--- src/rtl/rpwu_pkg.sv ---
// Shared types and constants for the Rprop weight update block.
// Used by the controller, the datapath and the top level; no dependencies.
package rpwu_pkg;

  localparam int IDX_W    = 10;
  localparam int WEIGHT_W = 32;
  localparam int STEP_W   = 32;
  localparam int FACTOR_W = 16;
  localparam int SIGN_W   = 2;
  localparam int PROD_W   = FACTOR_W + STEP_W;
  localparam int CFG_IDX_W = 3;
  localparam int CFG_DATA_W = 32;
  localparam int IN_DATA_W = 80;
  localparam int OUT_DATA_W = 48;

  localparam logic [SIGN_W-1:0] SIGN_ZERO = 2'd0;
  localparam logic [SIGN_W-1:0] SIGN_POS  = 2'd1;
  localparam logic [SIGN_W-1:0] SIGN_NEG  = 2'd2;

  localparam logic [CFG_IDX_W-1:0] REG_INCREASE_FACTOR = 3'd0;
  localparam logic [CFG_IDX_W-1:0] REG_DECREASE_FACTOR = 3'd1;
  localparam logic [CFG_IDX_W-1:0] REG_STEP_MAX        = 3'd2;
  localparam logic [CFG_IDX_W-1:0] REG_STEP_MIN        = 3'd3;
  localparam logic [CFG_IDX_W-1:0] REG_RELATIVE_LIMIT  = 3'd4;
  localparam logic [CFG_IDX_W-1:0] REG_INITIAL_STEP    = 3'd5;

  typedef struct packed {
    logic capture;
    logic read;
    logic mul_ceil;
    logic mul_step;
    logic new_step;
    logic write_back;
  } rpwu_cmd_t;

  typedef struct packed {
    logic out_free;
  } rpwu_status_t;

endpackage

--- src/rtl/rpwu_ctrl.sv ---
// Sequencer for the Rprop weight update: walks one word through read,
// two multiply steps, step update and write back. Depends on rpwu_pkg.
module rpwu_ctrl (
  input  logic                  clk,
  input  logic                  rst_n,
  input  logic                  in_tvalid,
  output logic                  in_tready,
  input  rpwu_pkg::rpwu_status_t status,
  output rpwu_pkg::rpwu_cmd_t   cmd
);
  import rpwu_pkg::*;

  typedef enum logic [5:0] {
    S_IDLE     = 6'b000001,
    S_READ     = 6'b000010,
    S_MUL_CEIL = 6'b000100,
    S_MUL_STEP = 6'b001000,
    S_NEW_STEP = 6'b010000,
    S_WB       = 6'b100000
  } state_t;

  state_t state_r, state_nxt;

  assign in_tready = (state_r == S_IDLE);

  always_comb begin
    state_nxt = state_r;
    cmd = '0;
    unique case (state_r)
      S_IDLE: begin
        if (in_tvalid) begin
          cmd.capture = 1'b1;
          state_nxt = S_READ;
        end
      end
      S_READ: begin
        cmd.read = 1'b1;
        state_nxt = S_MUL_CEIL;
      end
      S_MUL_CEIL: begin
        cmd.mul_ceil = 1'b1;
        state_nxt = S_MUL_STEP;
      end
      S_MUL_STEP: begin
        cmd.mul_step = 1'b1;
        state_nxt = S_NEW_STEP;
      end
      S_NEW_STEP: begin
        cmd.new_step = 1'b1;
        state_nxt = S_WB;
      end
      S_WB: begin
        // hold until the output register can take the word
        if (status.out_free) begin
          cmd.write_back = 1'b1;
          state_nxt = S_IDLE;
        end
      end
      default: state_nxt = S_IDLE;
    endcase
  end

  always_ff @(posedge clk) begin
    if (!rst_n) begin
      state_r <= S_IDLE;
    end else begin
      state_r <= state_nxt;
    end
  end

endmodule

--- config.mk ---
export PLATFORM = sky130hd
export DESIGN_NAME = rpwu_ctrl
export DESIGN_NICKNAME = d
export VERILOG_FILES = /design/src/rtl/rpwu_pkg.sv /design/src/rtl/rpwu_ctrl.sv
export SDC_FILE = /design/constraint.sdc
export NUM_CORES = 1
export LEC_CHECK = 0
export BUFFER_PORTS_ARGS = -buffer_cell sky130_fd_sc_hd__buf_2
export CORE_AREA = 2 2 39 41
export DETAILED_ROUTE_END_ITERATION = 8
export DIE_AREA = 0 0 41 43
export GPL_TIMING_DRIVEN = 1
export SLEW_MARGIN = 30
export SYNTH_ARGS = -nofsm -noshare
export SYNTH_HDL_FRONTEND = slang
export SYNTH_SLANG_ARGS = --single-unit
export TNS_END_PERCENT = 10
--- constraint.sdc ---
create_clock -name clk -period 1.5 [get_ports clk]
set_clock_uncertainty 0.15 [all_clocks]
set_input_delay 0.225 -clock clk [delete_from_list [all_inputs] [get_ports clk]]
set_output_delay 0.225 -clock clk [all_outputs]
set_load 0.01 [all_outputs]
==> results summary, run 1 <==
More flip-flops sit in one register than any other, and that register is state_r. The synthesized netlist net count is 43. Entering global routing, the biggest net connects 8 pins. The clock tree from TritonCTS is done. The combinational share of power is 0.351. The fraction of power spent switching nets came out at 0.2869. The required arrival time at the worst endpoint is 1.12 ns. The reported max-cap violation count is 0. The post-synthesis cell count is 39.

Counting distinct cell types in the post-synthesis netlist gives 25. The number of setup buffers added after CTS is 0. In this run the critical register-to-register path is launched from state_r[5].

For flop-to-flop paths, the worst setup slack is 0.08 ns. The number of max-slew violations in the final report is 0. The number of global-route vias before repair came to 352. The sequential fraction of the synthesis area is 0.3623.

The count of input and output buffers came out at 10. The relative max-transition margin is 0.8066. The internal power came out at 0.0003530 W. The final net count came out at 64. For the pin with the worst max-slew slack, the measured transition is 0.2877 ns.

The cell count of the worst hold path is 2. The worst setup path is launched from a flip-flop. In the synthesized netlist the dominant register cell turns out to be dfxtp_1. The number of synthesized register bits came out at 6. The async set-reset flop share out of synthesis is 0. The Yosys warning count came out at 0.

After clock tree synthesis, the flow added hold-fix buffers numbering 0. The overall overflow remaining after global route is 0. The source-to-sink clock delay at the later pin of the worst-skew pair is 0.24 ns.

The share of the cycle needed by the critical path after routing is 1.234. The final route contains 348 vias. The area enclosed by the die boundary came out at 1763 sq um. The power per unit of standard cell area is 903.2 nW/um^2.

The top achievable clock speed came out at 540.4 MHz. The number of inserted filler cells in the final layout came out at 143. The number of standard cells in the layout, taps in and fillers out is 74. The detailed-route wire length per cell came out at 10.78 um.

For hold timing, the worst endpoint is state_r[2]. The overall fraction of global-route tracks in use is 0.1187. Of all nets on the critical path, the largest fanout is 3. The startpoint identified for the worst hold timing path is rst_n. From synthesis to final layout, the design area changed by 65.28%.

The critical register-to-register path endpoint is state_r[0]. The detailed router finished its first iteration with 3 violations. The count of clock tree sinks came out at 6. The fraction of layout cells with a size suffix above 1 is 0.5517.

The routed via count divided by cell count is 4.703. The maximum level of the CTS H-tree came out at 1. The worst vdd rail ir drop came out at 440.8 uV. The kind of critical path is flip-flop to output pin. The cell depth of the worst flop-to-flop path is 3. The die is 41 um wide.

The largest registers in the layout are state_r (6). In this run the worst hold path is classified as primary input to flip-flop. The total area inside the core boundary comes to 1384 sq um.

The clock tree root buffer cell is clkbuf_4. The buffer depth of the longest clock path came out at 2. Subtracting the final worst setup slack from the clock period gives 1.850 ns. The final reports fail on negative setup slack. The first-pass GRT wire length came out at 1345 um. The first TritonRoute pass finished after 4 iterations. The initial antenna violation count is 0. The initialized floorplan defines 14 standard-cell rows.

The summed area of non-filler cells in the final layout came out at 548.0 sq um. Averaged over all synthesized cells, the footprint is 8.502 sq um. The total inserted antenna cells came out at 0. Setup repair after global routing could not meet its margin everywhere. The initial utilization of the core area, before any placement, comes to 0.2396.

The placed cell count is 71. The switching power summed over all nets came out at 0.0001420 W. The number of endpoints failing setup at the final stage came out at 7.

Of the total power, registers draw 0.366. The count of endpoints failing hold in the final timing report came out at 0. The count of pins on the block boundary is 11.

The summed instance area of the synthesized netlist is 331.6 sq um. The routability congestion estimate is 0.7168. The synthesized design contains 0 enable-type register cells. For this run, design rule violations remaining after detail routing come to 0.

Data on the critical path arrives at its endpoint at 1.48 ns. The flow ran to the end, but the final reports show violations. The final antenna-violating net count came out at 0. Once routing completed, OpenROAD measured the worst setup slack at -0.3505 ns. The register with the most flip-flops in the layout has 6 of them.

STA classifies the critical path endpoint as an output pin. The chip height came out at 43 um. The cell area after placement is 449.2 sq um.

Clock-pin slew was measured on the worst setup and hold paths at 0.04 ns. In this run the static leakage power is 0.2790 nW. The proportion of power drawn by the clock network is 0.284.

The final wirelength came out at 798 um. The total CTS buffers is 3.
critical path, cell delays in order (launching register included):
cell	delay (ns)
dfxtp_1	0.31
or3b_1	0.40
or2_4	0.25
inv_2	0.06
and2_4	0.13
buf_6	0.09
worst max path at each step:
| stage | endpoint | cells after the start | startpoint |
|---|---|---|---|
| after global placement | cmd[5] | 5 | state_r[1] |
| after floorplan | cmd[5] | 5 | state_r[3] |
| after detailed placement | cmd[5] | 5 | state_r[1] |
| after CTS | cmd[5] | 5 | state_r[2] |
| final | cmd[5] | 5 | state_r[5] |
| after global routing | cmd[5] | 5 | state_r[2] |
cell families after synthesis:
logic type | synth area share
DFF | 0.3623
AOI/OAI and AO/OA | 0.1207
xor gates and xnor gates | 0.02642
buffers and inverters | 0.08300
and+or+nand+nor | 0.4075
stage by stage:
step           TNS (ns)  utilization  worst slack [ns]  power [W]  hold WS, ns
6_report         -1.241       0.3960           -0.3505  0.0004950      0.09601
5_1_grt          -1.771       0.3960           -0.4001  0.0005273      0.08547
4_1_cts          -1.350       0.3861           -0.3646  0.0004970      0.08174
3_5_place_dp    -0.2161       0.3246           -0.1468  0.0003172       0.3349
3_3_place_gp    -0.1301       0.3246           -0.1008  0.0003130       0.3351
2_1_floorplan  -0.08886            -          -0.08886  0.0002639       0.1967
power by group through the flow:
stage	registers, W	logic (W)	clock network, W
finish	0.000181	0.000174	0.000140
floorplan	0.000189	0.0000747	0
detailed placement	0.000183	0.000134	0
global route	0.000182	0.000190	0.000156
global placement	0.000181	0.000132	0
CTS	0.000180	0.000168	0.000149
cells in the final DEF, fill, tap and decap left out:
cell type | netlist | layout
xor2_1 | 1 | 1
and3b_1 | 1 | 1
or3_4 | 0 | 1
o31ai_1 | 1 | 1
or2_4 | 0 | 1
o211ai_1 | 1 | 1
inv_1 | 2 | 2
o21ai_1 | 1 | 1
and2_1 | 2 | 1
o21ai_0 | 1 | 1
dfxtp_1 | 6 | 4
nand3_1 | 1 | 1
nor3_4 | 0 | 1
and2_4 | 0 | 1
nor3b_1 | 2 | 2
or3b_1 | 1 | 1
and3_4 | 0 | 1
nor4_4 | 0 | 2
nand3b_1 | 1 | 1
buf_4 | 0 | 7
a41o_1 | 1 | 1
dfxtp_2 | 0 | 2
and3_1 | 4 | 3
buf_2 | 1 | 8
inv_2 | 1 | 1
nor2_1 | 2 | 2
nor3_2 | 0 | 1
a21oi_1 | 1 | 1
buf_6 | 1 | 3
clkbuf_4 | 0 | 3
and4b_1 | 1 | 1
area by class of cell:
cell class / count / area [sq um] / share of cell area
multi-input combinational: 28 / 245.2 / 0.4475
timing repair buffer: 18 / 126.4 / 0.2306
sequential: 6 / 122.6 / 0.2237
clock buffer: 3 / 22.52 / 0.04110
tap: 16 / 20.02 / 0.03653
inverter: 3 / 11.26 / 0.02055
timing repair:
item                       4_1_cts  5_1_grt
gates cloned                     0        0
pin swaps                        8        2
resized for setup               11        4
setup endpoints to repair        8        7
cell usage after synthesis (2+ instances only):
cell type / n / share of area
nor2_1: 2 / 0.023
and3_1: 4 / 0.075
nor3b_1: 2 / 0.045
dfxtp_1: 6 / 0.36
nor3_1: 2 / 0.030
and2_1: 2 / 0.038
inv_1: 2 / 0.023
nor4_1: 2 / 0.038
metal layers:
layer,track usage,part of all wire
met5,0,0
met4,0.06000,0
met3,0.06283,0.034
met2,0.2000,0.52
met1,0.1068,0.44
Power figures use the tool's default switching activity.
==> inputs of run 2 (changes only) <==
MAX_ROUTING_LAYER = met4   (was unset)
clock period = 2.15 ns   (was 1.5 ns; I/O delays follow)
==> results summary, run 2 (same netlist as run 1, synthesis figures left out) <==
The end point of the critical path is cmd[5] (unchanged). The kind of critical path is flip-flop to output pin (unchanged). The cell depth of the worst flop-to-flop path is 3 (unchanged). The final net count is 56 (was 64). The number of global-route vias before repair is 297 (was 352). The routability congestion estimate is 0.6838 (was 0.7168). The biggest cell delay along the critical path came out at 0.41 ns (was 0.40 ns). The highest fanout seen on the critical path came out at 7 (was 3). The width of the die came to 41 um (unchanged). The area enclosed by the die boundary is 1763 sq um (unchanged). The clock tree root buffer cell is clkbuf_4 (unchanged). Unrepaired setup endpoints after global routing: no (was yes). The combinational share of power is 0.231 (was 0.351). The wire-length estimate of the detail-placed layout is 584.4 um. The chip height came out at 43 um (unchanged). The required arrival time at the worst endpoint is 1.68 ns (was 1.12 ns). The count of clock tree sinks came out at 6 (unchanged). The data arrival time of the worst path was 1.56 ns (was 1.48 ns).

The worst flop-to-flop path startpoint was state_r[2] (was state_r[5]). The top achievable clock speed is 493.0 MHz. The placeable core region is 1384 sq um (unchanged).

The number of flip-flops under the largest register name came out at 6 (unchanged). The final wirelength is 729 um (was 798 um). The clock tree from TritonCTS is done (unchanged). The count of input and output buffers came out at 10 (unchanged).

The largest net degree at the start of global routing is 9 (was 8). The total CTS buffers came out at 3 (unchanged). Worst path cell trace: or3_1 > or2_1 > inv_2 > and2_1 > buf_2 (was or3b_1 > or2_4 > inv_2 > and2_4 > buf_6). The total inserted antenna cells came out at 0 (unchanged). The first-pass GRT wire length came out at 1228 um (was 1345 um). The share of the cycle needed by the critical path after routing is 0.9434. The power per unit of standard cell area came out at 735.0 nW/um^2 (was 903.2 nW/um^2). The final antenna-violating net count came to 0 (unchanged). The post-layout minimum cycle time is 2.028 ns. The worst setup slack for register-to-register paths is 0.64 ns (was 0.08 ns). The most common cell after layout, fill and taps aside is buf_2 (unchanged). The buffer depth of the longest clock path is 2 (unchanged). The count of pins on the block boundary came out at 11 (unchanged).

The fraction of power spent switching nets was 0.2782 (was 0.2869). Leading cell types in the layout, fill and taps excluded: 10 x buf_2, 4 x and3_1, 4 x dfxtp_1, 3 x clkbuf_4 (was 8 x buf_2, 7 x buf_4, 4 x dfxtp_1). The total leakage power came out at 0.2237 nW (was 0.2790 nW). The internal power came out at 0.0002177 W (was 0.0003530 W). The area growth from synthesis to layout is 23.77% (was 65.28%). The area of combinational cells with multiple inputs is 183.9 sq um (was 245.2 sq um).

The part of the total power dissipated in sequential elements came out at 0.445 (was 0.366). The worst vdd rail ir drop came out at 395.2 uV (was 440.8 uV). The number of inserted filler cells in the final layout came out at 154 (was 143).

The family with the most delay on the worst path is simple AND/OR/NAND/NOR gates (unchanged). The overall overflow remaining after global route came out at 0 (unchanged). The launch point of the critical path is state_r[2] (was state_r[5]). The fraction of layout cells with a size suffix above 1 is 0.3200 (was 0.5517).

Result of the run: finished clean (was finished with violations). The transition time at the pin with the least slew margin is 0.3436 ns (was 0.2877 ns). The sum of negative setup slack is 0 ns (was -1.241 ns).

The initial antenna violation count is 0 (unchanged). The number of max-slew violations in the final report came out at 0 (unchanged). The number of placement rows came out at 14 (unchanged). The overall fraction of global-route tracks in use came out at 0.1093 (was 0.1187). The switching power summed over all nets came out at 0.00008391 W (was 0.0001420 W).

The first-pass detailed-route iteration total came to 3 (was 4). The detailed-route wire length per cell was 11.05 um (was 10.78 um). The critical register-to-register path endpoint is state_r[0] (unchanged). The number of design-rule violations left by the first detailed-router iteration is 5 (was 3).

The cell at the slowest stage of the critical path is or3_1 (was or3b_1). The hold slack is 0.1976 ns (was 0.09601 ns). The proportion of power drawn by the clock network is 0.324 (was 0.284). The type of destination of the critical path was an output pin (unchanged).

The top register by number of flip-flops is state_r (unchanged). The area taken by flip-flops and latches was 122.6 sq um (unchanged). The number of buffer and inverter instances along the worst setup path was 2 (unchanged). The kind of start point of the critical path was a flip-flop (unchanged). The count of endpoints failing hold in the final timing report is 0 (unchanged).

The instance count on the critical path came out at 5 (unchanged). The number of endpoints failing setup at the final stage is 0 (was 7). The routed via count is 311 (was 348).

The relative max-transition margin is 0.7690 (was 0.8066). The initial core utilization came out at 0.2396 (unchanged). The path category of the worst min-delay check is primary input to flip-flop (unchanged). Largest regs: state_r (6) (unchanged). The source-to-sink clock delay at the later pin of the worst-skew pair is 0.24 ns (about the same).

The maximum level of the CTS H-tree came out at 1 (unchanged). The reported max-cap violation count is 0 (unchanged). The detailed-route DRC error count is 0 (unchanged).

The register clock-pin slew on the reported worst setup and hold paths was 0.04 ns (about the same). The routed via count divided by cell count is 4.712 (was 4.703). The count of hold buffers inserted by post-cts repair is 0 (unchanged).
run 2: per-layer routing:
| metal | up-vias | part of all wire | wire length, um | global-route usage |
|---|---|---|---|---|
| li1 | 165 | - | - | - |
| met1 | 142 | 0.45 | 325 | 0.1262 |
| met2 | 4 | 0.51 | 373 | 0.1500 |
| met3 | 0 | 0.041 | 30 | 0.07853 |
| met4 | 0 | 0 | 0 | 0.02667 |
| met5 | - | 0 | 0 | - |
run 2: per-stage QoR:
| step | cell area [sq um] | worst slack [ns] | power [W] | util | instances |
|---|---|---|---|---|---|
| after CTS | 407.9 | 0.08757 | 0.0003072 | 0.2948 | 66 |
| after floorplan | 331.6 | 0.4258 | 0.0001801 | - | 39 |
| after global placement | 385.4 | 0.3596 | 0.0002039 | 0.2785 | 63 |
| after global routing | 410.4 | 0.02644 | 0.0003274 | 0.2966 | 66 |
| final | 410.4 | 0.1218 | 0.0003017 | 0.2966 | 66 |
| after detailed placement | 385.4 | 0.3529 | 0.0002051 | 0.2785 | 63 |
run 2: worst min path at each step:
stage                from         end  slack [ns]  cells past startpoint
floorplan           rst_n  state_r[2]        0.29                      1
global placement    rst_n  state_r[2]        0.44                      2
detailed placement  rst_n  state_r[2]        0.44                      2
CTS                 rst_n  state_r[2]        0.19                      2
global route        rst_n  state_r[2]        0.21                      2
finish              rst_n  state_r[2]        0.20                      2
run 2: what timing repair did:
action	CTS	global route
hold endpoints to repair	0	0
endpoints found under the setup margin	0	1
buffers inserted	0	0
gates resized for setup	0	2
run 2: power by group through the flow:
| stage | Clock, W | Sequential [W] | Combinational (W) |
|---|---|---|---|
| global route | 0.000111 | 0.000136 | 0.0000799 |
| finish | 0.0000978 | 0.000134 | 0.0000696 |
| floorplan | 0 | 0.000131 | 0.0000490 |
| global placement | 0 | 0.000135 | 0.0000689 |
| detailed placement | 0 | 0.000135 | 0.0000701 |
| CTS | 0.000104 | 0.000133 | 0.0000705 |
run 2: cell type report:
| cell class | instances | share of cell area |
|---|---|---|
| tap | 16 | 0.04878 |
| inverter | 3 | 0.02744 |
| multi-input combinational | 28 | 0.4482 |
| sequential | 6 | 0.2988 |
| timing repair buffer | 10 | 0.1220 |
| clock buffer | 3 | 0.05488 |
